[src/hw/rtl/ipcmb_pkg.sv]
// ---------------------------------------------------------------------------
// IPC mailbox package
// Shared item layouts, command and status codes and the state type of the
// multi-endpoint mailbox.
// ---------------------------------------------------------------------------
`default_nettype none

package ipcmb_pkg;

  // Command codes carried in the command field of an input item.
  typedef enum logic [1:0] {
    CMD_CREATE = 2'd0,
    CMD_OWNER  = 2'd1,
    CMD_SEND   = 2'd2,
    CMD_RECV   = 2'd3
  } cmd_e;

  // Status codes returned in each result item.
  localparam logic [2:0] ST_OK      = 3'd0;
  localparam logic [2:0] ST_EMPTY   = 3'd1;
  localparam logic [2:0] ST_INVALID = 3'd2;
  localparam logic [2:0] ST_PERM    = 3'd3;
  localparam logic [2:0] ST_FULL    = 3'd4;

  // Widths of the stream data buses.
  localparam int unsigned InBits    = 66;
  localparam int unsigned InBusBits = 72;
  localparam int unsigned OutBits   = 80;

  // One message as it sits in the message store: source above payload.
  localparam int unsigned MsgBits = 36;

  // Input item, last field in the lowest bits.
  typedef struct packed {
    logic [31:0] message_payload;
    logic [7:0]  message_source;
    logic [7:0]  endpoint;
    logic [15:0] context_id;
    cmd_e        command;
  } in_t;

  // Result item, last field in the lowest bits.
  typedef struct packed {
    logic [15:0] wake_context;
    logic        wake_valid;
    logic [31:0] msg_payload;
    logic [3:0]  msg_destination;
    logic [3:0]  msg_source;
    logic [15:0] owner_context;
    logic [3:0]  created_endpoint;
    logic [2:0]  status;
  } res_t;

  // Write request from the control logic to the endpoint table.
  typedef struct packed {
    logic claim;   // mark the entry in use and write its owner
    logic ptr_we;  // write the queue pointers of the entry
  } tbl_wr_t;

  // Command sequencer states.
  typedef enum logic [1:0] {
    S_IDLE,
    S_LOOKUP,
    S_FETCH,
    S_HOLD
  } state_e;

endpackage

`default_nettype wire

[src/hw/rtl/ipcmb_ram.sv]
// ---------------------------------------------------------------------------
// Generic RAM
// One write port and one read port, with the read data registered.
// ---------------------------------------------------------------------------
`default_nettype none

module ipcmb_ram #(
  parameter int unsigned WIDTH = 8,
  parameter int unsigned DEPTH = 16,
  parameter int unsigned AW    = (DEPTH > 1) ? $clog2(DEPTH) : 1
) (
  input  wire logic             clk_i,
  input  wire logic             we_i,
  input  wire logic [AW-1:0]    waddr_i,
  input  wire logic [WIDTH-1:0] wdata_i,
  input  wire logic             re_i,
  input  wire logic [AW-1:0]    raddr_i,
  output logic      [WIDTH-1:0] rdata_o
);

  logic [WIDTH-1:0] mem_q [DEPTH];
  logic [WIDTH-1:0] rdata_q;

  // Write port.
  always_ff @(posedge clk_i) begin
    if (we_i) begin
      mem_q[waddr_i] <= wdata_i;
    end
  end

  // Registered read port; the data holds while no read is issued.
  always_ff @(posedge clk_i) begin
    if (re_i) begin
      rdata_q <= mem_q[raddr_i];
    end
  end

  assign rdata_o = rdata_q;

endmodule

`default_nettype wire

[src/hw/rtl/ipcmb_ep_table.sv]
// ---------------------------------------------------------------------------
// IPC mailbox endpoint table
// In-use marks in flip-flops with a lowest-free search, owner contexts in
// two RAM copies (target and source reads) and queue pointers in one RAM.
// ---------------------------------------------------------------------------
`default_nettype none

module ipcmb_ep_table #(
  parameter int unsigned ENDPOINTS = 16,
  parameter int unsigned PTRW      = 10,
  parameter int unsigned EW        = $clog2(ENDPOINTS)
) (
  input  wire logic                     clk_i,
  input  wire logic                     rst_ni,
  // Read request, issued when an item is accepted.
  input  wire logic                     rd_en_i,
  input  wire logic [EW-1:0]            rd_ep_i,
  input  wire logic [EW-1:0]            rd_src_i,
  // In-use lookup of the item being worked on.
  input  wire logic [EW-1:0]            lk_ep_i,
  input  wire logic [EW-1:0]            lk_src_i,
  output logic                          tgt_used_o,
  output logic                          src_used_o,
  output logic [15:0]                   tgt_owner_o,
  output logic [15:0]                   src_owner_o,
  output logic [PTRW-1:0]               ptr_o,
  output logic                          free_found_o,
  output logic [EW-1:0]                 free_idx_o,
  // Write request.
  input  ipcmb_pkg::tbl_wr_t            wr_i,
  input  wire logic [EW-1:0]            wr_idx_i,
  input  wire logic [15:0]              wr_owner_i,
  input  wire logic [PTRW-1:0]          wr_ptr_i
);

  import ipcmb_pkg::*;

  logic [ENDPOINTS-1:0] used_q;
  logic [ENDPOINTS-1:0] used_d;

  // In-use marks: cleared by reset, set by a claim.
  always_comb begin
    used_d = used_q;
    if (wr_i.claim) begin
      used_d[wr_idx_i] = 1'b1;
    end
  end

  always_ff @(posedge clk_i or negedge rst_ni) begin
    if (!rst_ni) begin
      used_q <= '0;
    end else begin
      used_q <= used_d;
    end
  end

  assign tgt_used_o = used_q[lk_ep_i];
  assign src_used_o = used_q[lk_src_i];

  // Lowest free entry.
  always_comb begin
    free_found_o = 1'b0;
    free_idx_o   = '0;
    for (int i = ENDPOINTS - 1; i >= 0; i--) begin
      if (!used_q[i]) begin
        free_found_o = 1'b1;
        free_idx_o   = EW'(i);
      end
    end
  end

  // Owner copy read at the target endpoint.
  ipcmb_ram #(
    .WIDTH (16),
    .DEPTH (ENDPOINTS),
    .AW    (EW)
  ) u_owner_tgt (
    .clk_i   (clk_i),
    .we_i    (wr_i.claim),
    .waddr_i (wr_idx_i),
    .wdata_i (wr_owner_i),
    .re_i    (rd_en_i),
    .raddr_i (rd_ep_i),
    .rdata_o (tgt_owner_o)
  );

  // Owner copy read at the stated source endpoint.
  ipcmb_ram #(
    .WIDTH (16),
    .DEPTH (ENDPOINTS),
    .AW    (EW)
  ) u_owner_src (
    .clk_i   (clk_i),
    .we_i    (wr_i.claim),
    .waddr_i (wr_idx_i),
    .wdata_i (wr_owner_i),
    .re_i    (rd_en_i),
    .raddr_i (rd_src_i),
    .rdata_o (src_owner_o)
  );

  // Queue pointers {count, tail, head} of each endpoint.
  ipcmb_ram #(
    .WIDTH (PTRW),
    .DEPTH (ENDPOINTS),
    .AW    (EW)
  ) u_ptr (
    .clk_i   (clk_i),
    .we_i    (wr_i.ptr_we),
    .waddr_i (wr_idx_i),
    .wdata_i (wr_ptr_i),
    .re_i    (rd_en_i),
    .raddr_i (rd_ep_i),
    .rdata_o (ptr_o)
  );

endmodule

`default_nettype wire

[config.mk]
export PLATFORM = sky130hd
export DESIGN_NAME = ipcmb_ep_table
export DESIGN_NICKNAME = d
export VERILOG_FILES = /design/src/hw/rtl/ipcmb_pkg.sv /design/src/hw/rtl/ipcmb_ram.sv /design/src/hw/rtl/ipcmb_ep_table.sv
export SDC_FILE = /design/constraint.sdc
export NUM_CORES = 1
export LEC_CHECK = 0
export BUFFER_PORTS_ARGS = -buffer_cell sky130_fd_sc_hd__buf_2
export CORE_MARGIN = 2
export CORE_UTILIZATION = 60
export DETAILED_ROUTE_END_ITERATION = 16
export GPL_TIMING_DRIVEN = 0
export PLACE_DENSITY_LB_ADDON = 0.05
export SLEW_MARGIN = 20
export SYNTH_ARGS = -nofsm -noshare
export SYNTH_HDL_FRONTEND = slang
export SYNTH_SLANG_ARGS = --single-unit
[constraint.sdc]
create_clock -name clk_i -period 3.4 [get_ports clk_i]
set_input_delay 0.17 -clock clk_i [delete_from_list [all_inputs] [get_ports clk_i]]
set_output_delay 0.17 -clock clk_i [all_outputs]
set_load 0.02 [all_outputs]
==> results of run 1 <==
[registers in the layout, summed over array words and instances (netlist names)]
signal / count
u_owner_src.rdata_o: 16
u_owner_tgt.mem_q: 256
u_owner_tgt.rdata_o: 16
u_ptr.mem_q: 160
u_ptr.rdata_o: 10
used_q: 16
[final cells by class]
type | count | area share, %
Buffer | 59 | 1.71
Clock buffer | 75 | 6.06
Clock inverter | 10 | 0.321
Inverter | 3 | 0.0490
Multi-Input combinational cell | 405 | 24.2
Sequential cell | 474 | 61.5
Tap cell | 442 | 2.40
Timing Repair Buffer | 122 | 3.68
[worst max-delay path, stage by stage (launching register included)]
cell and delay, ps:
dfrtp_1 460, mux4_2 490, nor2b_1 140, a211oi_1 220
a21oi_1 60, buf_2 160
[layer usage]
metal | GRT usage (%) | vias up | wire, µm
met3 | 4.04 | 89 | 3240
met5 | 0 | - | 13
li1 | - | 4418 | -
met4 | 7.66 | 2 | 1160
met1 | 38.9 | 5529 | 18900
met2 | 47.1 | 552 | 24100
[worst paths after layout]
kind | end | cells past startpoint
max | tgt_used_o | 5
min | u_owner_tgt.mem_q[12][12]$_DFFE_PP_ | 1
max reg2reg | u_owner_tgt.rdata_o[12]$_DFFE_PP_ | 3
min reg2reg | used_q[9]$_DFFE_PN0P_ | 1
max in group asynchronous | used_q[8]$_DFFE_PN0P_ | 2
min in group asynchronous | used_q[14]$_DFFE_PN0P_ | 2
[synthesized netlist by cell type (4+ instances only)]
library cell and n:
clkbuf_1 29, a21oi_1 4, nor2b_1 7, mux4_2 140, mux4_1 36, buf_6 4
nand2b_1 4, or2_2 14, buf_12 7, nand2_1 49, dfrtp_1 16, nand3b_1 4
edfxtp_1 458, nor2_1 37, buf_2 13, o21ai_0 4, a22oi_1 84
[power breakdown]
| group | switching, mW | internal (mW) |
|---|---|---|
| clock | 2.10 | 2.88 |
| sequential | 0.0986 | 6.60 |
| combinational | 0.622 | 0.469 |
[per-stage QoR]
step	std cells	power [mW]	hold WS, ps	instance area [µm²]
4_1_cts	1590	12.8	0.575	23000
3_3_place_gp	1478	7.84	91.4	21000
3_5_place_dp	1486	7.89	98.6	21300
5_1_grt	1590	13.1	17.0	23000
2_1_floorplan	941	7.46	-126	20000
6_report	1590	12.8	15.1	23000
[repair_timing]
item,4_1_cts,5_1_grt
endpoints found under the hold margin,258,0
hold buffers,19,0
buffers inserted,0,0
[logic make-up (layout without fill, tap and decap cells)]
family / after synthesis / after routing / synth area share, %
muxes: 178 / 178 / 20.6
DFF: 474 / 474 / 70.8
buffers and inverters: 62 / 269 / 2.02
AOI/OAI and AO/OA: 100 / 100 / 3.67
and+or+nand+nor: 127 / 127 / 2.93
==> flow_metrics.py, run 1 <==
metrics = {
    "final_layout": {
        "fill_cells": 2076,
        "area_growth_pct": 15.0,
        "antenna_cells": 0,
        "multiInputGateArea_um2": 5570,
        "utilization_pct": 70.3,
        "final_common_cell": "edfxtp_1",
        "ff_latch_area_um2": 14200,
        "drive_above_1_share_pct": 32.6,
        "nets": 1163,
        "layout_common_cells": "edfxtp_1, mux4_2, buf_2, a22oi_1",
    },
    "global_route": {
        "antenna_found_initial": 1,
        "track_usage_pct": 27.9,
        "grt_pass1_wl_um": 70600,
        "grt_pass1_vias": 11000,
        "grt_max_degree": 24,
        "grt_overflow_total": 0,
    },
    "worst_setup_path": {
        "setup.worst_path.end_class": "output pin",
        "required_ps": 3230,
        "cp_max_fo": 7,
        "r2r_slack_ps": 1830,
        "critPathLaunchType": "register",
        "critPathArrivalTime_ps": 2080,
        "path_class": "reg -> out",
        "crit_start": "used_q[1]$_DFFE_PN0P_",
        "worstReg2RegStart": "u_owner_tgt.mem_q[11][12]$_DFFE_PP_",
    },
    "die": {
        "die_x_um": 187,
        "die-area_um2": 34800,
        "die_y_um": 187,
        "start_util_pct": 61.1,
        "ios": 100,
        "rows": 66,
        "design.core.area_um2": 32700,
    },
    "cts": {
        "clk_pin_slew_worst_paths_ps": 60,
        "clockBufferDepth": 3,
        "cts_tree": "built",
        "clock_latency_ps": 550,
        "ctsHtreeMaxLevel": 2,
        "clockRootBuffer": "clkbuf_16",
        "cts.sinks": 474,
        "cts_buffers": 47,
        "cts_resized": 0,
    },
    "outcome": {
        "outcome": "completed",
    },
    "synth": {
        "ys_seq_elements": 474,
        "synthesis.nets": 992,
        "netlist_instances": 941,
        "synth_area_per_cell_um2": 21.3,
        "yosysSeqAreaShare_pct": 70.8,
        "synth_area_leaders": "edfxtp_1, mux4_2, mux4_1",
        "syn_area_um2": 20000,
        "synth-main-ff-cell": "edfxtp_1",
        "yosys_warnings": 0,
        "synth-edff-count": 458,
        "postSynth.asyncResetShare_pct": 3.38,
        "synth_top_area_share_pct": 68.8,
        "ys_types": 32,
        "yosys.area.top_type": "edfxtp_1",
    },
    "drt": {
        "drt_pass1_iterations": 5,
        "wl_per_cell_um": 29.8,
        "antenna_left": 0,
        "drc": 0,
        "vias": 10600,
        "first_iter_violations": 1264,
        "via_per_inst": 6.66,
        "wl_um": 47400,
    },
    "sta": {
        "tightestPinTransition_ps": 1100,
        "hold_viol": 0,
        "setup_viol": 0,
        "fmax_mhz": 444,
        "period_share_pct": 66.3,
        "worst_slack_ps": 1150,
        "slew_viol_final": 0,
        "min_period_ps": 2250,
        "skew_ps": 10.7,
        "tns_ps": 0,
        "rsz0062_at_grt": "no",
        "relSlewSlack_pct": 26.6,
    },
    "place": {
        "place_congestion": 0.823,
        "dp_slack_ps": 1050,
        "portBuffers": 95,
        "hpwl_um": 30300,
    },
    "power_and_ir_drop": {
        "p_per_area_nw_per_um2": 555,
        "vdd_ir_drop_max_v": 0.000460,
        "p_leak_nw": 7.61,
    },
    "min_path": {
        "hp-class": "in -> reg",
        "hp-start": "wr_owner_i[12]",
    },
    "flow_run": {
        "cap_violations": 0,
    },
}
Power figures use the tool's default switching activity.
==> run 2: changes to the inputs <==
==> constraint.sdc (replaced) <==
create_clock -name clk_i -period 2.2 [get_ports clk_i]
set_input_delay 0.11 -clock clk_i [delete_from_list [all_inputs] [get_ports clk_i]]
set_output_delay 0.11 -clock clk_i [all_outputs]
set_load 0.02 [all_outputs]
==> run 2 against run 1 <==
Compared with the run above: global-route usage about the same; clock skew increased by 1.2 ps; core utilization increased by 0.32 points; sequential cell count unchanged; setup slack worse by 1100 ps; register-to-register slack lost 1200 ps; die area is the same; clock power is 54% higher; clock-buffer cell count stayed put; wire length down 0.12%; final area is 0.45% higher; non-clock buffer count rose by 9; critical path type unchanged; largest power group unchanged; highest routed layer is now met4.
==> flow_metrics.py, run 2 (synthesis gave the netlist of run 1 again) <==
metrics = {
    "global_route": {
        "grt_max_degree": 24,
        "track_usage_pct": 27.9,
        "antenna_found_initial": 0,
        "grt_pass1_vias": 11000,
        "grt_pass1_wl_um": 70700,
        "grt_overflow_total": 0,
    },
    "worst_setup_path": {
        "rr_worst_depth": 3,
        "required_ps": 2090,
        "worstReg2RegStart": "u_owner_tgt.mem_q[11][12]$_DFFE_PP_",
        "critPathLaunchType": "register",
        "rr_endpoint": "u_owner_tgt.rdata_o[12]$_DFFE_PP_",
        "r2r_slack_ps": 630,
        "path_class": "reg -> out",
        "critPathArrivalTime_ps": 2020,
        "cp_max_fo": 6,
        "setup.worst_path.end_class": "output pin",
    },
    "final_layout": {
        "ff_latch_area_um2": 14200,
        "drive_above_1_share_pct": 32.8,
        "final_common_cell": "edfxtp_1",
        "largest_reg_flops": 256,
        "final_cell_count_no_fill": 1600,
        "area_growth_pct": 15.5,
        "fill_cells": 2071,
        "top_regs": "u_owner_tgt.mem_q: 256 flops, u_ptr.mem_q: 160 flops",
        "nets": 1172,
        "top_register": "u_owner_tgt.mem_q",
        "layout_common_cells": "edfxtp_1, mux4_2, buf_2, a22oi_1",
        "utilization_pct": 70.6,
        "multiInputGateArea_um2": 5580,
    },
    "drt": {
        "wl_um": 47400,
        "first_iter_violations": 1244,
        "drt-met1-wl_um": 18400,
        "drc": 0,
        "antenna_left": 0,
        "via_per_inst": 6.64,
        "dr_wl_met3_um": 3630,
        "highest_layer": "met4",
        "wl_per_cell_um": 29.6,
        "drt_pass1_iterations": 5,
        "wl_met2_um": 24200,
        "vias": 10600,
    },
    "place": {
        "dp_cells": 1486,
        "hpwl_um": 30300,
        "place_congestion": 0.823,
        "portBuffers": 95,
    },
    "power_and_ir_drop": {
        "p_leak_nw": 7.65,
        "fin_total_pwr_mw": 19.7,
        "p_per_area_nw_per_um2": 854,
        "vdd_ir_drop_max_v": 0.000705,
    },
    "cts": {
        "cts.sinks": 474,
        "ctsHtreeMaxLevel": 2,
        "clockBufferDepth": 3,
        "cts_buffers": 47,
        "clock_latency_ps": 550,
        "clk_pin_slew_worst_paths_ps": 70,
        "cts_tree": "built",
        "clockRootBuffer": "clkbuf_16",
    },
    "sta": {
        "hold_ws_ps": 6.67,
        "hold_viol": 0,
        "skew_ps": 11.8,
        "period_share_pct": 96.8,
        "tns_ps": 0,
        "rsz0062_at_grt": "no",
        "setup_viol": 0,
        "tightestPinTransition_ps": 1070,
        "slew_viol_final": 0,
        "min_period_ps": 2130,
        "fmax_mhz": 469,
        "relSlewSlack_pct": 28.6,
    },
    "die": {
        "design.core.area_um2": 32700,
        "rows": 66,
        "start_util_pct": 61.1,
        "ios": 100,
        "die_y_um": 187,
        "die-area_um2": 34800,
        "die_x_um": 187,
    },
    "flow_run": {
        "cap_violations": 0,
    },
    "min_path": {
        "hp-class": "in -> async",
    },
    "outcome": {
        "outcome": "completed",
    },
}
[run 2: cell count changes in the layout (fill, tap and decap cells not counted), moves of 2 or more]
cell and delta:
buf_4 +2, dlygate4sd3_1 +8, dfrtp_1 -3, dfrtp_2 +3
[run 2: what timing repair did]
item                                    CTS  global route
hold endpoints to repair                432             0
hold buffers                             27             0
endpoints found under the setup margin    0             2
buffers inserted                          0             1
resized for setup                         0             6
[run 2: area by class of cell]
class,count,area share (%)
flip-flops and latches,474,61.3
multi-input cells,405,24.2
clock buffers,75,6.03
repair buffers,131,4.05
well taps,442,2.39
plain buffers,59,1.70
clock inverters,10,0.320
inverters,3,0.0487
diodes,1,0.0108
[run 2: through the flow]
stage	cell area (µm²)	setup WS (ps)
floorplan	20000	442
global placement	21000	-785
detailed placement	21300	-87.3
CTS	23100	18.2
global route	23100	8.25
finish	23100	70.0
[run 2: report_power, final]
| group | switching, mW | internal, mW |
|---|---|---|
| Sequential | 0.151 | 10.2 |
| Clock | 3.22 | 4.44 |
| Combinational | 0.966 | 0.741 |
| Total | 4.34 | 15.4 |
[run 2: how the worst max path moves through the flow]
stage                                     start                                 end  slack (ps)  cells past startpoint
final                     used_q[3]$_DFFE_PN0P_                          src_used_o          70                      5
after global routing      used_q[3]$_DFFE_PN0P_                          src_used_o           8                      5
after CTS                 used_q[1]$_DFFE_PN0P_                          tgt_used_o          20                      5
after detailed placement             rd_ep_i[1]   u_owner_tgt.rdata_o[12]$_DFFE_PP_         -90                      5
after global placement              wr_idx_i[1]   u_owner_tgt.mem_q[8][3]$_DFFE_PP_        -780                      3
after floorplan                     wr_idx_i[1]  u_owner_tgt.mem_q[12][0]$_DFFE_PP_         440                      2
[run 2: worst max-delay path, stage by stage, from the launching register on]
cell	delay (ps)
dfrtp_2	450
mux4_2	460
nor2b_1	140
a211oi_1	210
a21oi_1	60
buf_2	160
[run 2: layer usage]
layer | vias to the layer above | global-route usage, %
met5 | - | 0
met4 | 0 | 7.66
met3 | 80 | 3.93
met2 | 576 | 47.2
met1 | 5526 | 39.0
li1 | 4443 | -
