<file path="config.mk">
export PLATFORM = sky130hd
export DESIGN_NAME = ipcmb_ram
export DESIGN_NICKNAME = d
export VERILOG_FILES = /design/src/hw/rtl/ipcmb_ram.sv
export SDC_FILE = /design/constraint.sdc
export NUM_CORES = 1
export LEC_CHECK = 0
export BUFFER_PORTS_ARGS = -buffer_cell sky130_fd_sc_hd__buf_2
export CORE_MARGIN = 3
export CORE_UTILIZATION = 45
export DETAILED_ROUTE_END_ITERATION = 10
export SKIP_CTS_REPAIR_TIMING = 1
export SLEW_MARGIN = 20
export SYNTH_ARGS = -nofsm -noshare
export SYNTH_HDL_FRONTEND = slang
export SYNTH_SLANG_ARGS = --single-unit
</file>
<file path="constraint.sdc">
create_clock -name clk_i -period 2.4 [get_ports clk_i]
set_clock_uncertainty 0.1 [all_clocks]
set_input_delay 0.12 -clock clk_i [delete_from_list [all_inputs] [get_ports clk_i]]
set_output_delay 0.12 -clock clk_i [all_outputs]
set_load 0.02 [all_outputs]
</file>
<file path="src/hw/rtl/ipcmb_ram.sv">
// ---------------------------------------------------------------------------
// Generic RAM
// One write port and one read port, with the read data registered.
// ---------------------------------------------------------------------------
`default_nettype none

module ipcmb_ram #(
  parameter int unsigned WIDTH = 8,
  parameter int unsigned DEPTH = 16,
  parameter int unsigned AW    = (DEPTH > 1) ? $clog2(DEPTH) : 1
) (
  input  wire logic             clk_i,
  input  wire logic             we_i,
  input  wire logic [AW-1:0]    waddr_i,
  input  wire logic [WIDTH-1:0] wdata_i,
  input  wire logic             re_i,
  input  wire logic [AW-1:0]    raddr_i,
  output logic      [WIDTH-1:0] rdata_o
);

  logic [WIDTH-1:0] mem_q [DEPTH];
  logic [WIDTH-1:0] rdata_q;

  // Write port.
  always_ff @(posedge clk_i) begin
    if (we_i) begin
      mem_q[waddr_i] <= wdata_i;
    end
  end

  // Registered read port; the data holds while no read is issued.
  always_ff @(posedge clk_i) begin
    if (re_i) begin
      rdata_q <= mem_q[raddr_i];
    end
  end

  assign rdata_o = rdata_q;

endmodule

`default_nettype wire

</file>
==> impl_results.md, run 1 <==
* Crit path max fanout at 1
* Layout cells sized above 1 at 32.3%
* Initial DRT Pass Iterations at 4
* Leakage at roughly 2.2 nW
* Top_reg_cell synth: edfxtp_1
* Status: finished, violations left
* Mapped Avg Cell Area at 22.8 µm²
* Fin crit period at 1.66 ns
* Clk buf depth at 2
* Synth Register Bits at 136
* Ports at 27
* CTS buffer count at 17
* Initial Utilization at 47.2%
* Netlist Area Pre-Place at about 5200 µm²
* WHS Path Cells at 1
* Seq pwr share at 46.4%
* Crit path kind: register to register
* WHS at -0.000171 ns
* Routability cong. at 0.750
* Power per cell area at 919 nW/µm²
* Critical Path RT at approximately 2.5 ns
* Post-DP HPWL at between 6000 and 7000 µm
* Final Util at 56.9%
* Clock Latency Late Sink at around 0.4 ns
* Fin cells at 440
* Initial DRC Count at 147
* Final net count at 306
* Root Buffer Master: clkbuf_16
* Crit. End Element: register
* Reg2reg path depth at 3
* Sink Count at 136
* Post-synth cell types at 18
* Largest net degree at the start of global routing at 33
* Final antenna-violating net count at 0
* All-layer global routing usage at 16.7%
* TNS Setup at 0 ns
* Initial antenna violation count at 0
* Per-cell routed wire length at 22.7 µm
* Syn Inst Count at 229
* Startpoint types: register
* Number of flops mapped to enable cells by yosys at approximately 140
* Hold Path Class: primary input to register
* Die Area at 12900 µm²
* PortBufs at 26
* Ys Warns at 0
* Switching power total at 1.07 mW
* Worst-Margin Slew at slightly above 0.8 ns
* Placed cell count at 407
* Die width at 114 µm
* H-tree depth at 4
* Core Footprint at between 10000 and 15000 µm²
* Area grow syn2layout at 20.6%
* Final Hold Fails at 2
* Fmax at approximately 0.60 GHz
* RSZ-0062 raised after global routing: no
* Die height at 114 µm
* Post-synthesis sequential area ratio at 78.1%
* Clk pwr share at roughly half
* First-pass GRT wire length at 15100 µm
* Syn nets at 248
* Residual DRC at 0
* Number of global-route vias before repair at roughly 2500
* # diodes at 0
* Drt via density at 5.64
* Slew HR at 45.3%
* Final clock period utilization by the worst path at just under 70%
* Max-slew violations at 0
* Logic gate share of total power at 4.5%
* Failing checks: hold timing
* Sw Share at 18.5%
* Async SR Flop Fraction at 0%
* Worst-path clk slew at ~0.060 ns
* Maximum Capacitance Violations at 0
* Worst vdd rail ir drop at slightly below 0.5 mV
* # rows at 38
* Total congestion overflow at 0
* Post-Route WL at 9990 µm
* Via count at roughly 2500
* Internal power at ~4.7 mW
* Setup violators final at 0
* CTS tree: yes
* WP data arrival at 1.70 ns
area by class of cell:
type,count,area [µm²]
multi-input combinational,83,1060
sequential,136,4080
fill,821,4770
tap,140,175
timing repair buffer,49,330
clock buffer,18,429
clock inverter,14,229
path summary, 6_finish.rpt:
check | from | end | slack [ns]
max | mem_q[4][3] | rdata_o[3] | 0.74
min | wdata_i[5] | mem_q[5][5] | -0.0002
max reg2reg | mem_q[4][3] | rdata_o[3] | 0.74
min reg2reg | mem_q[14][7] | rdata_o[7] | 0.64
placed cells by master, fill, tap and decap left out:
master,count
a22oi_1,16
and2b_1,1
clkinv_4,2
nor2_1,13
dlygate4sd3_1,1
bufinv_16,6
nand2b_1,2
clkinvlp_4,1
nand3_1,1
buf_12,2
mux4_2,18
buf_2,26
clkbuf_1,1
edfxtp_1,136
clkinv_1,1
nor2b_1,1
nor3_1,4
clkinv_2,4
nand3b_1,2
clkbuf_16,17
buf_4,20
mux4_1,14
and2_1,1
nand2_1,9
or3b_2,1
sequential cells by signal (all words and copies together), names as in the netlist:
name	flops
rdata_o	8
mem_q	128
cell usage after synthesis, types with 2 or more instances:
library cell	instances	area share, %
nand3b_1	2	0.29
buf_2	3	0.29
buf_6	3	0.65
nor2_1	13	0.93
mux4_1	14	7.0
mux4_2	18	7.8
clkdlybuf4s25_2	3	0.57
a22oi_1	16	2.3
edfxtp_1	136	78
nor3_1	4	0.38
nand2b_1	2	0.24
nand2_1	9	0.65
critical path, cell delays in order (launching register included):
cell	delay, ns
edfxtp_1	0.39
mux4_1	0.55
a22oi_1	0.26
nand2_1	0.11
cells by family (layout without fill, tap and decap cells):
family / after synthesis / after routing / synth area share (%)
flops: 136 / 136 / 78.1
simple gates: 35 / 35 / 3.14
buf+inv: 10 / 81 / 1.65
mux: 32 / 32 / 14.8
compound gates: 16 / 16 / 2.30
through the flow:
stage	hold WS (ns)	setup slack (ns)	power, mW	instance area (µm²)
after global routing	0.00182	0.679	5.98	6300
final	-0.000171	0.742	5.79	6300
after detailed placement	0.393	0.515	3.00	5640
after CTS	-0.0340	0.723	5.84	6290
after global placement	0.389	0.502	3.00	5640
after floorplan	0.119	0.687	2.89	5230
per-layer routing:
layer	vias up	part of all wire (%)	GRT usage, %	wire length [µm]
met1	1281	45	23.8	4470
met2	89	49	25.8	4880
li1	1105	-	-	-
met4	0	0.89	5.23	89
met3	7	5.5	4.19	547
met5	-	0	0	0
power groups by stage:
stage	Clock [mW]	Sequential (mW)	Combinational (mW)
floorplan	0	2.75	0.135
global placement	0	2.74	0.260
detailed placement	0	2.74	0.262
CTS	2.89	2.69	0.263
global route	3.01	2.69	0.283
finish	2.84	2.69	0.260
Note: power is estimated with default switching activity, not from simulation.
==> inputs of run 2 (changes only) <==
- ABC_AREA: default -> 1
- clock period: 2.4 -> 1.5 ns (I/O delays scaled with it)
==> run 2 against run 1 <==
Against the previous run:
- the flow now finishes without violations
- global-route usage grew 2.7 points
- total power up 55%
- clock power increased by 44%
- combinational power grew 120%
- critical path type unchanged
- largest power group is now sequential cells
- highest routed layer unchanged
==> impl_results.md, run 2 <==
* Number of flops mapped to enable cells by yosys at 136 (unchanged)
* Netlist Area Pre-Place at 5850 µm² (was 5230 µm²)
* Synth area leader: edfxtp_1 (unchanged)
* Die Area at 14400 µm² (was 12900 µm²)
* Area grow syn2layout at 17.6% (was 20.6%)
* Hold Path Class: primary input to register (unchanged)
* Min-delay src: wdata_i[1] (was wdata_i[5])
* Maximum Capacitance Violations at 0 (unchanged)
* CP max-delay cell: edfxtp_1 (was mux4_1)
* Syn Inst Count at 551 (was 229)
* Post-synthesis sequential area ratio at 69.8% (was 78.1%)
* CTS buffer count at 17 (unchanged)
* Most flops, register: mem_q (unchanged)
* # diodes at 0 (unchanged)
* Worst-path clk slew at 0.06 ns (about the same)
* Drt via density at 4.88 (was 5.64)
* Slew HR at 59.4% (was 45.3%)
* TNS Setup at 0 ns (unchanged)
* Sink Count at 136 (unchanged)
* Root Buffer Master: clkbuf_16 (unchanged)
* Clock Latency Late Sink at 0.41 ns (was 0.40 ns)
* Crit-path cells: inv_1 -> nand2_1 -> nand3_1 -> nand3_1 -> nand3_1 -> nand2_1 (was mux4_1 -> a22oi_1 -> nand2_1)
* Routability cong. at 0.836 (was 0.750)
* Sequential cell area at 4080 µm² (unchanged)
* Synth Register Bits at 136 (unchanged)
* Synth top cells by count: nand2_1 (173), edfxtp_1 (136), inv_1 (100) (was edfxtp_1 (136), mux4_2 (18), a22oi_1 (16))
* Layout cells sized above 1 at 13.2% (was 32.3%)
* Final net count at 620 (was 306)
* CTS tree: yes (unchanged)
* Initial Utilization at 46.1% (was 47.2%)
* Initial DRT Pass Iterations at 5 (was 4)
* WP data arrival at 1.32 ns (was 1.70 ns)
* R2r startpoint: mem_q[9][5] (was mem_q[4][3])
* Bufs and invs on worst path at 1 (was 0)
* Post-Route WL at 13100 µm (was 9990 µm)
* Async SR Flop Fraction at 0% (unchanged)
* Die width at 120 µm (was 114 µm)
* Crit path kind: register to register (unchanged)
* Setup violators final at 0 (unchanged)
* Top delay family on crit path: simple AND/OR/NAND/NOR gates (was multiplexers)
* Ports at 27 (unchanged)
* Post-synth cell types at 11 (was 18)
* Worst-Margin Slew at 0.608 ns (was 0.818 ns)
* Core Footprint at 12700 µm² (was 11100 µm²)
* Top_reg_cell synth: edfxtp_1 (unchanged)
* Largest net degree at the start of global routing at 65 (was 33)
* Power per cell area at 1300 nW/µm² (was 919 nW/µm²)
* Crit. End Element: register (unchanged)
* Ys Warns at 0 (unchanged)
* Initial DRC Count at 279 (was 147)
* Max-slew violations at 0 (unchanged)
* Post-DP HPWL at 8120 µm (was 6350 µm)
* RSZ-0062 raised after global routing: no (unchanged)
* Syn nets at 570 (was 248)
* Final Cell Area at 6880 µm² (was 6300 µm²)
* Final antenna-violating net count at 0 (unchanged)
* Top cells by area, synth: edfxtp_1 (70%), nand2_1 (11%), nand3_1 (8.3%) (was edfxtp_1 (78%), mux4_2 (7.8%), mux4_1 (7.0%))
* Residual DRC at 0 (unchanged)
* First-pass GRT wire length at 20700 µm (was 15100 µm)
* Die height at 120 µm (was 114 µm)
* H-tree depth at 4 (unchanged)
* Leakage at 2.96 nW (was 2.16 nW)
* Total power at 8.95 mW (was 5.79 mW)
* Commonest cells after routing, fill and taps aside: nand2_1 (173), edfxtp_1 (136), inv_1 (100) (was edfxtp_1 (136), buf_2 (26), buf_4 (20))
* Area of the multi-input gates at 1210 µm² (was 1060 µm²)
* All-layer global routing usage at 19.4% (was 16.7%)
* Status: complete, no violations (was finished, violations left)
* Fmax at 0.793 GHz (was 0.603 GHz)
* Via count at 3838 (was 2482)
* Clk buf depth at 2 (unchanged)
* Final Hold Fails at 0 (was 2)
* Mapped Avg Cell Area at 10.6 µm² (was 22.8 µm²)
* CP max stage delay at 0.36 ns (was 0.55 ns)
* Synth top area share at 69.8% (was 78.1%)
* Critical Path RT at 1.56 ns (was 2.45 ns)
* Final clock period utilization by the worst path at 84.1% (was 69.1%)
* Count leader, synth: nand2_1 (was edfxtp_1)
* Crit path max fanout at 1 (unchanged)
* Most common cell after layout, fill and taps aside: nand2_1 (was edfxtp_1)
* Area after DPL at 6250 µm² (was 5640 µm²)
* Worst vdd rail ir drop at 0.731 mV (was 0.494 mV)
* Crit path launch: mem_q[9][5] (was mem_q[4][3])
* Number of flip-flops in the largest register at 128 (unchanged)
* Filler cell count at 1090 (was 821)
* PortBufs at 26 (unchanged)
* Number of global-route vias before repair at 3774 (was 2532)
* Fin crit period at 1.26 ns (was 1.66 ns)
* Cell mode on critical path: nand3_1
* Initial antenna violation count at 0 (unchanged)
* # rows at 41 (was 38)
* Total congestion overflow at 0 (unchanged)
* Startpoint types: register (unchanged)
* Per-cell routed wire length at 16.7 µm (was 22.7 µm)
[run 2: cell types whose count changed in the layout (fill, tap and decap cells not counted), moves of 5 or more]
cell and change:
mux4_1 -14, mux4_2 -18, inv_1 +100, nand3_1 +96, a22oi_1 -16, clkinvlp_4 +5, nand2_1 +164
[run 2: area by class of cell]
| class | count | area share [%] |
|---|---|---|
| Inverter | 102 | 5.57 |
| Clock inverter | 15 | 2.33 |
| Timing Repair Buffer | 55 | 5.75 |
| Tap cell | 172 | 3.13 |
| Sequential cell | 136 | 59.4 |
| Multi-Input combinational cell | 289 | 17.6 |
| Clock buffer | 17 | 6.19 |
[run 2: power breakdown]
group,switching [mW],total [mW],internal [mW]
sequential,0.0254,4.31,4.28
clock,1.51,4.09,2.58
combinational,0.390,0.559,0.169
[run 2: per-layer routing]
layer	vias up	wire length [µm]	global-route usage, %
met2	153	6000	29.4
met1	1786	5970	27.2
met5	-	0	0
li1	1880	-	-
met4	0	271	7.87
met3	19	889	4.38
[run 2: logic make-up after synthesis]
logic type | after synthesis | synth area share (%)
and+or+nand+nor | 289 | 20.8
buffers and inverters | 126 | 9.39
DFF | 136 | 69.8
[run 2: through the flow]
step                      cells  worst slack [ns]  hold slack [ns]  util, %
after CTS                   782             0.225          -0.0611     54.0
after floorplan             551             0.374           0.0739        -
after detailed placement    750            0.0687            0.373     49.3
final                       786             0.238          0.00952     54.3
after global placement      750            0.0710            0.375     49.3
after global routing        786             0.137          0.00174     54.3
[run 2: path summary, 6_finish.rpt]
| kind | to | slack, ns | cells after the start |
|---|---|---|---|
| setup / recovery | rdata_o[5] | 0.24 | 6 |
| hold / removal | mem_q[7][1] | 0.01 | 1 |
| setup reg to reg | rdata_o[5] | 0.24 | 6 |
| hold reg to reg | rdata_o[0] | 0.64 | 6 |
==> inputs of run 3 (changes only) <==
- clock period: 1.5 -> 1.05 ns (I/O delays scaled with it)
==> run 3 against run 2 <==
Against the previous run:
- the run now ends with setup timing left
- die area did not move
- non-clock buffer count rose by 7
- critical path type unchanged
- critical endpoint is now rdata_o[1]
- register-to-register slack got worse by 0.40 ns
- sequential cell count did not move
- highest routed layer unchanged
- largest power group unchanged
- via count rose by 0.57%
- wire length rose by 2.2%
- setup slack got worse by 0.40 ns
- total power rose by 34%
==> impl_results.md, run 3 (synthesis gave the netlist of run 2 again) <==
* Worst-path clk slew at 0.05 ns (was 0.06 ns)
* Leakage at 3.05 nW (was 2.96 nW)
* Routed wl met2 at 6570 µm (was 6000 µm)
* Placed cell count at 753 (was 750)
* Post-DP HPWL at 8230 µm (was 8120 µm)
* Initial antenna violation count at 0 (unchanged)
* Most flops, register: mem_q (unchanged)
* Ports at 27 (unchanged)
* RSZ-0062 raised after global routing: yes (was no)
* Per-cell routed wire length at 17.0 µm (was 16.7 µm)
* Die Area at 14400 µm² (unchanged)
* # diodes at 0 (unchanged)
* H-tree depth at 4 (unchanged)
* WP data arrival at 1.28 ns (was 1.32 ns)
* Layout cells sized above 1 at 17.4% (was 13.2%)
* Crit path max fanout at 1 (unchanged)
* Area grow syn2layout at 21.3% (was 17.6%)
* PortBufs at 26 (unchanged)
* Startpoint types: register (unchanged)
* Final clock period utilization by the worst path at 116% (was 84.1%)
* Final net count at 627 (was 620)
* WHS Path Cells at 1 (unchanged)
* Failing checks: setup timing
* Sink Count at 136 (unchanged)
* CTS tree: yes (unchanged)
* Area after DPL at 6360 µm² (was 6250 µm²)
* Power per cell area at 1690 nW/µm² (was 1300 nW/µm²)
* Commonest cells after routing, fill and taps aside: nand2_1 (171), edfxtp_1 (136), inv_1 (100) (was nand2_1 (173), edfxtp_1 (136), inv_1 (100))
* Total congestion overflow at 0 (unchanged)
* Max-slew violations at 0 (unchanged)
* Initial DRC Count at 331 (was 279)
* Routability cong. at 0.860 (was 0.836)
* Post-Route WL at 13400 µm (was 13100 µm)
* Most common cell after layout, fill and taps aside: nand2_1 (unchanged)
* CP max-delay cell: edfxtp_1 (unchanged)
* Core Footprint at 12700 µm² (unchanged)
* Die height at 120 µm (unchanged)
* Fin cells at 791 (was 786)
* Slew HR at 70.7% (was 59.4%)
* Clk buf depth at 2 (unchanged)
* Top Layer Used: met4 (unchanged)
* WL met1 at 5970 µm (about the same)
* Crit-path cells: inv_1 -> nand2_1 -> nand3_1 -> nand3_2 -> nand3_2 -> nand2_1 (was inv_1 -> nand2_1 -> nand3_1 -> nand3_1 -> nand3_1 -> nand2_1)
* Largest net degree at the start of global routing at 65 (unchanged)
* Die width at 120 µm (unchanged)
* Via count at 3860 (was 3838)
* Maximum Capacitance Violations at 0 (unchanged)
* Fin crit period at 1.21 ns (was 1.26 ns)
* Critical Path RT at 1.12 ns (was 1.56 ns)
* Root Buffer Master: clkbuf_16 (unchanged)
* Initial Utilization at 46.1% (unchanged)
* Drt via density at 4.88 (about the same)
* Number of flip-flops in the largest register at 128 (unchanged)
* Fmax at 0.823 GHz (was 0.793 GHz)
* Setup violators final at 16 (was 0)
* CP max stage delay at 0.37 ns (was 0.36 ns)
* Residual DRC at 0 (unchanged)
* Final Cell Area at 7090 µm² (was 6880 µm²)
* Final Hold Fails at 0 (unchanged)
* # rows at 41 (unchanged)
* Status: finished, violations left (was complete, no violations)
* TNS Setup at -1.51 ns (was 0 ns)
* First-pass GRT wire length at 21000 µm (was 20700 µm)
* Worst-Margin Slew at 0.439 ns (was 0.608 ns)
* Initial DRT Pass Iterations at 5 (unchanged)
* Crit. End Element: register (unchanged)
* Crit path kind: register to register (unchanged)
* Final antenna-violating net count at 0 (unchanged)
* Clock Latency Late Sink at 0.41 ns (about the same)
* All-layer global routing usage at 19.8% (was 19.4%)
* Number of global-route vias before repair at 3750 (was 3774)
* Reg2reg path depth at 6 (unchanged)
* CTS buffer count at 17 (unchanged)
* Hold Path Class: primary input to register (unchanged)
* WL met3 at 661 µm (was 889 µm)
* Final worst setup slack at -0.165 ns (was 0.238 ns)
* Worst vdd rail ir drop at 0.948 mV (was 0.731 mV)
run 3: cell count changes in the layout (fill, tap and decap cells not counted), moves of 4 or more:
cell	before	now
nand3_1	97	71
nand3_2	0	26
buf_2	26	19
buf_6	0	7
buf_12	3	9
clkbuf_1	0	6
clkinvlp_4	6	0
dlygate4sd3_1	4	8
run 3: worst max-delay path: cells and delay by family (launching register included):
family	cells	cell delay (ns)
and+or+nand+nor	5	0.43
buffers and inverters	1	0.07
DFF	1	0.37
run 3: final timing paths:
path | end | slack (ns) | from
max | rdata_o[1] | -0.16 | mem_q[7][1]
min | mem_q[3][0] | 0.004 | wdata_i[0]
max reg2reg | rdata_o[1] | -0.16 | mem_q[7][1]
min reg2reg | rdata_o[1] | 0.64 | mem_q[13][1]
run 3: metrics by stage:
| step | hold WS [ns] | total power [mW] | worst slack (ns) | util (%) |
|---|---|---|---|---|
| 2_1_floorplan | 0.0514 | 6.72 | -0.0533 | - |
| 3_3_place_gp | 0.365 | 7.06 | -0.289 | 50.2 |
| 3_5_place_dp | 0.375 | 7.08 | -0.284 | 50.2 |
| 4_1_cts | -0.0623 | 12.0 | -0.173 | 53.9 |
| 5_1_grt | 0.0223 | 12.4 | -0.223 | 56.0 |
| 6_report | 0.00359 | 12.0 | -0.165 | 56.0 |
run 3: power by group:
group          leakage [nW]  total (mW)  internal, mW  switching [mW]
Combinational          1.58       0.898         0.319           0.579
Clock                 0.237        4.95          2.94            2.01
Sequential             1.24        6.16          6.12          0.0417
Total                  3.05        12.0          9.38            2.63
run 3: final cells by class:
class	instances	area, µm²
fill	1082	5580
sequential	136	4080
clock inverter	7	31.3
multi-input combinational	289	1360
inverter	102	383
clock buffer	23	448
tap	172	215
timing repair buffer	62	577
run 3: per-layer routing:
metal / track usage [%] / vias to the layer above
met2: 29.8 / 112
met4: 8.73 / 0
met5: 0 / -
li1: - / 1893
met1: 27.6 / 1835
met3: 4.57 / 20
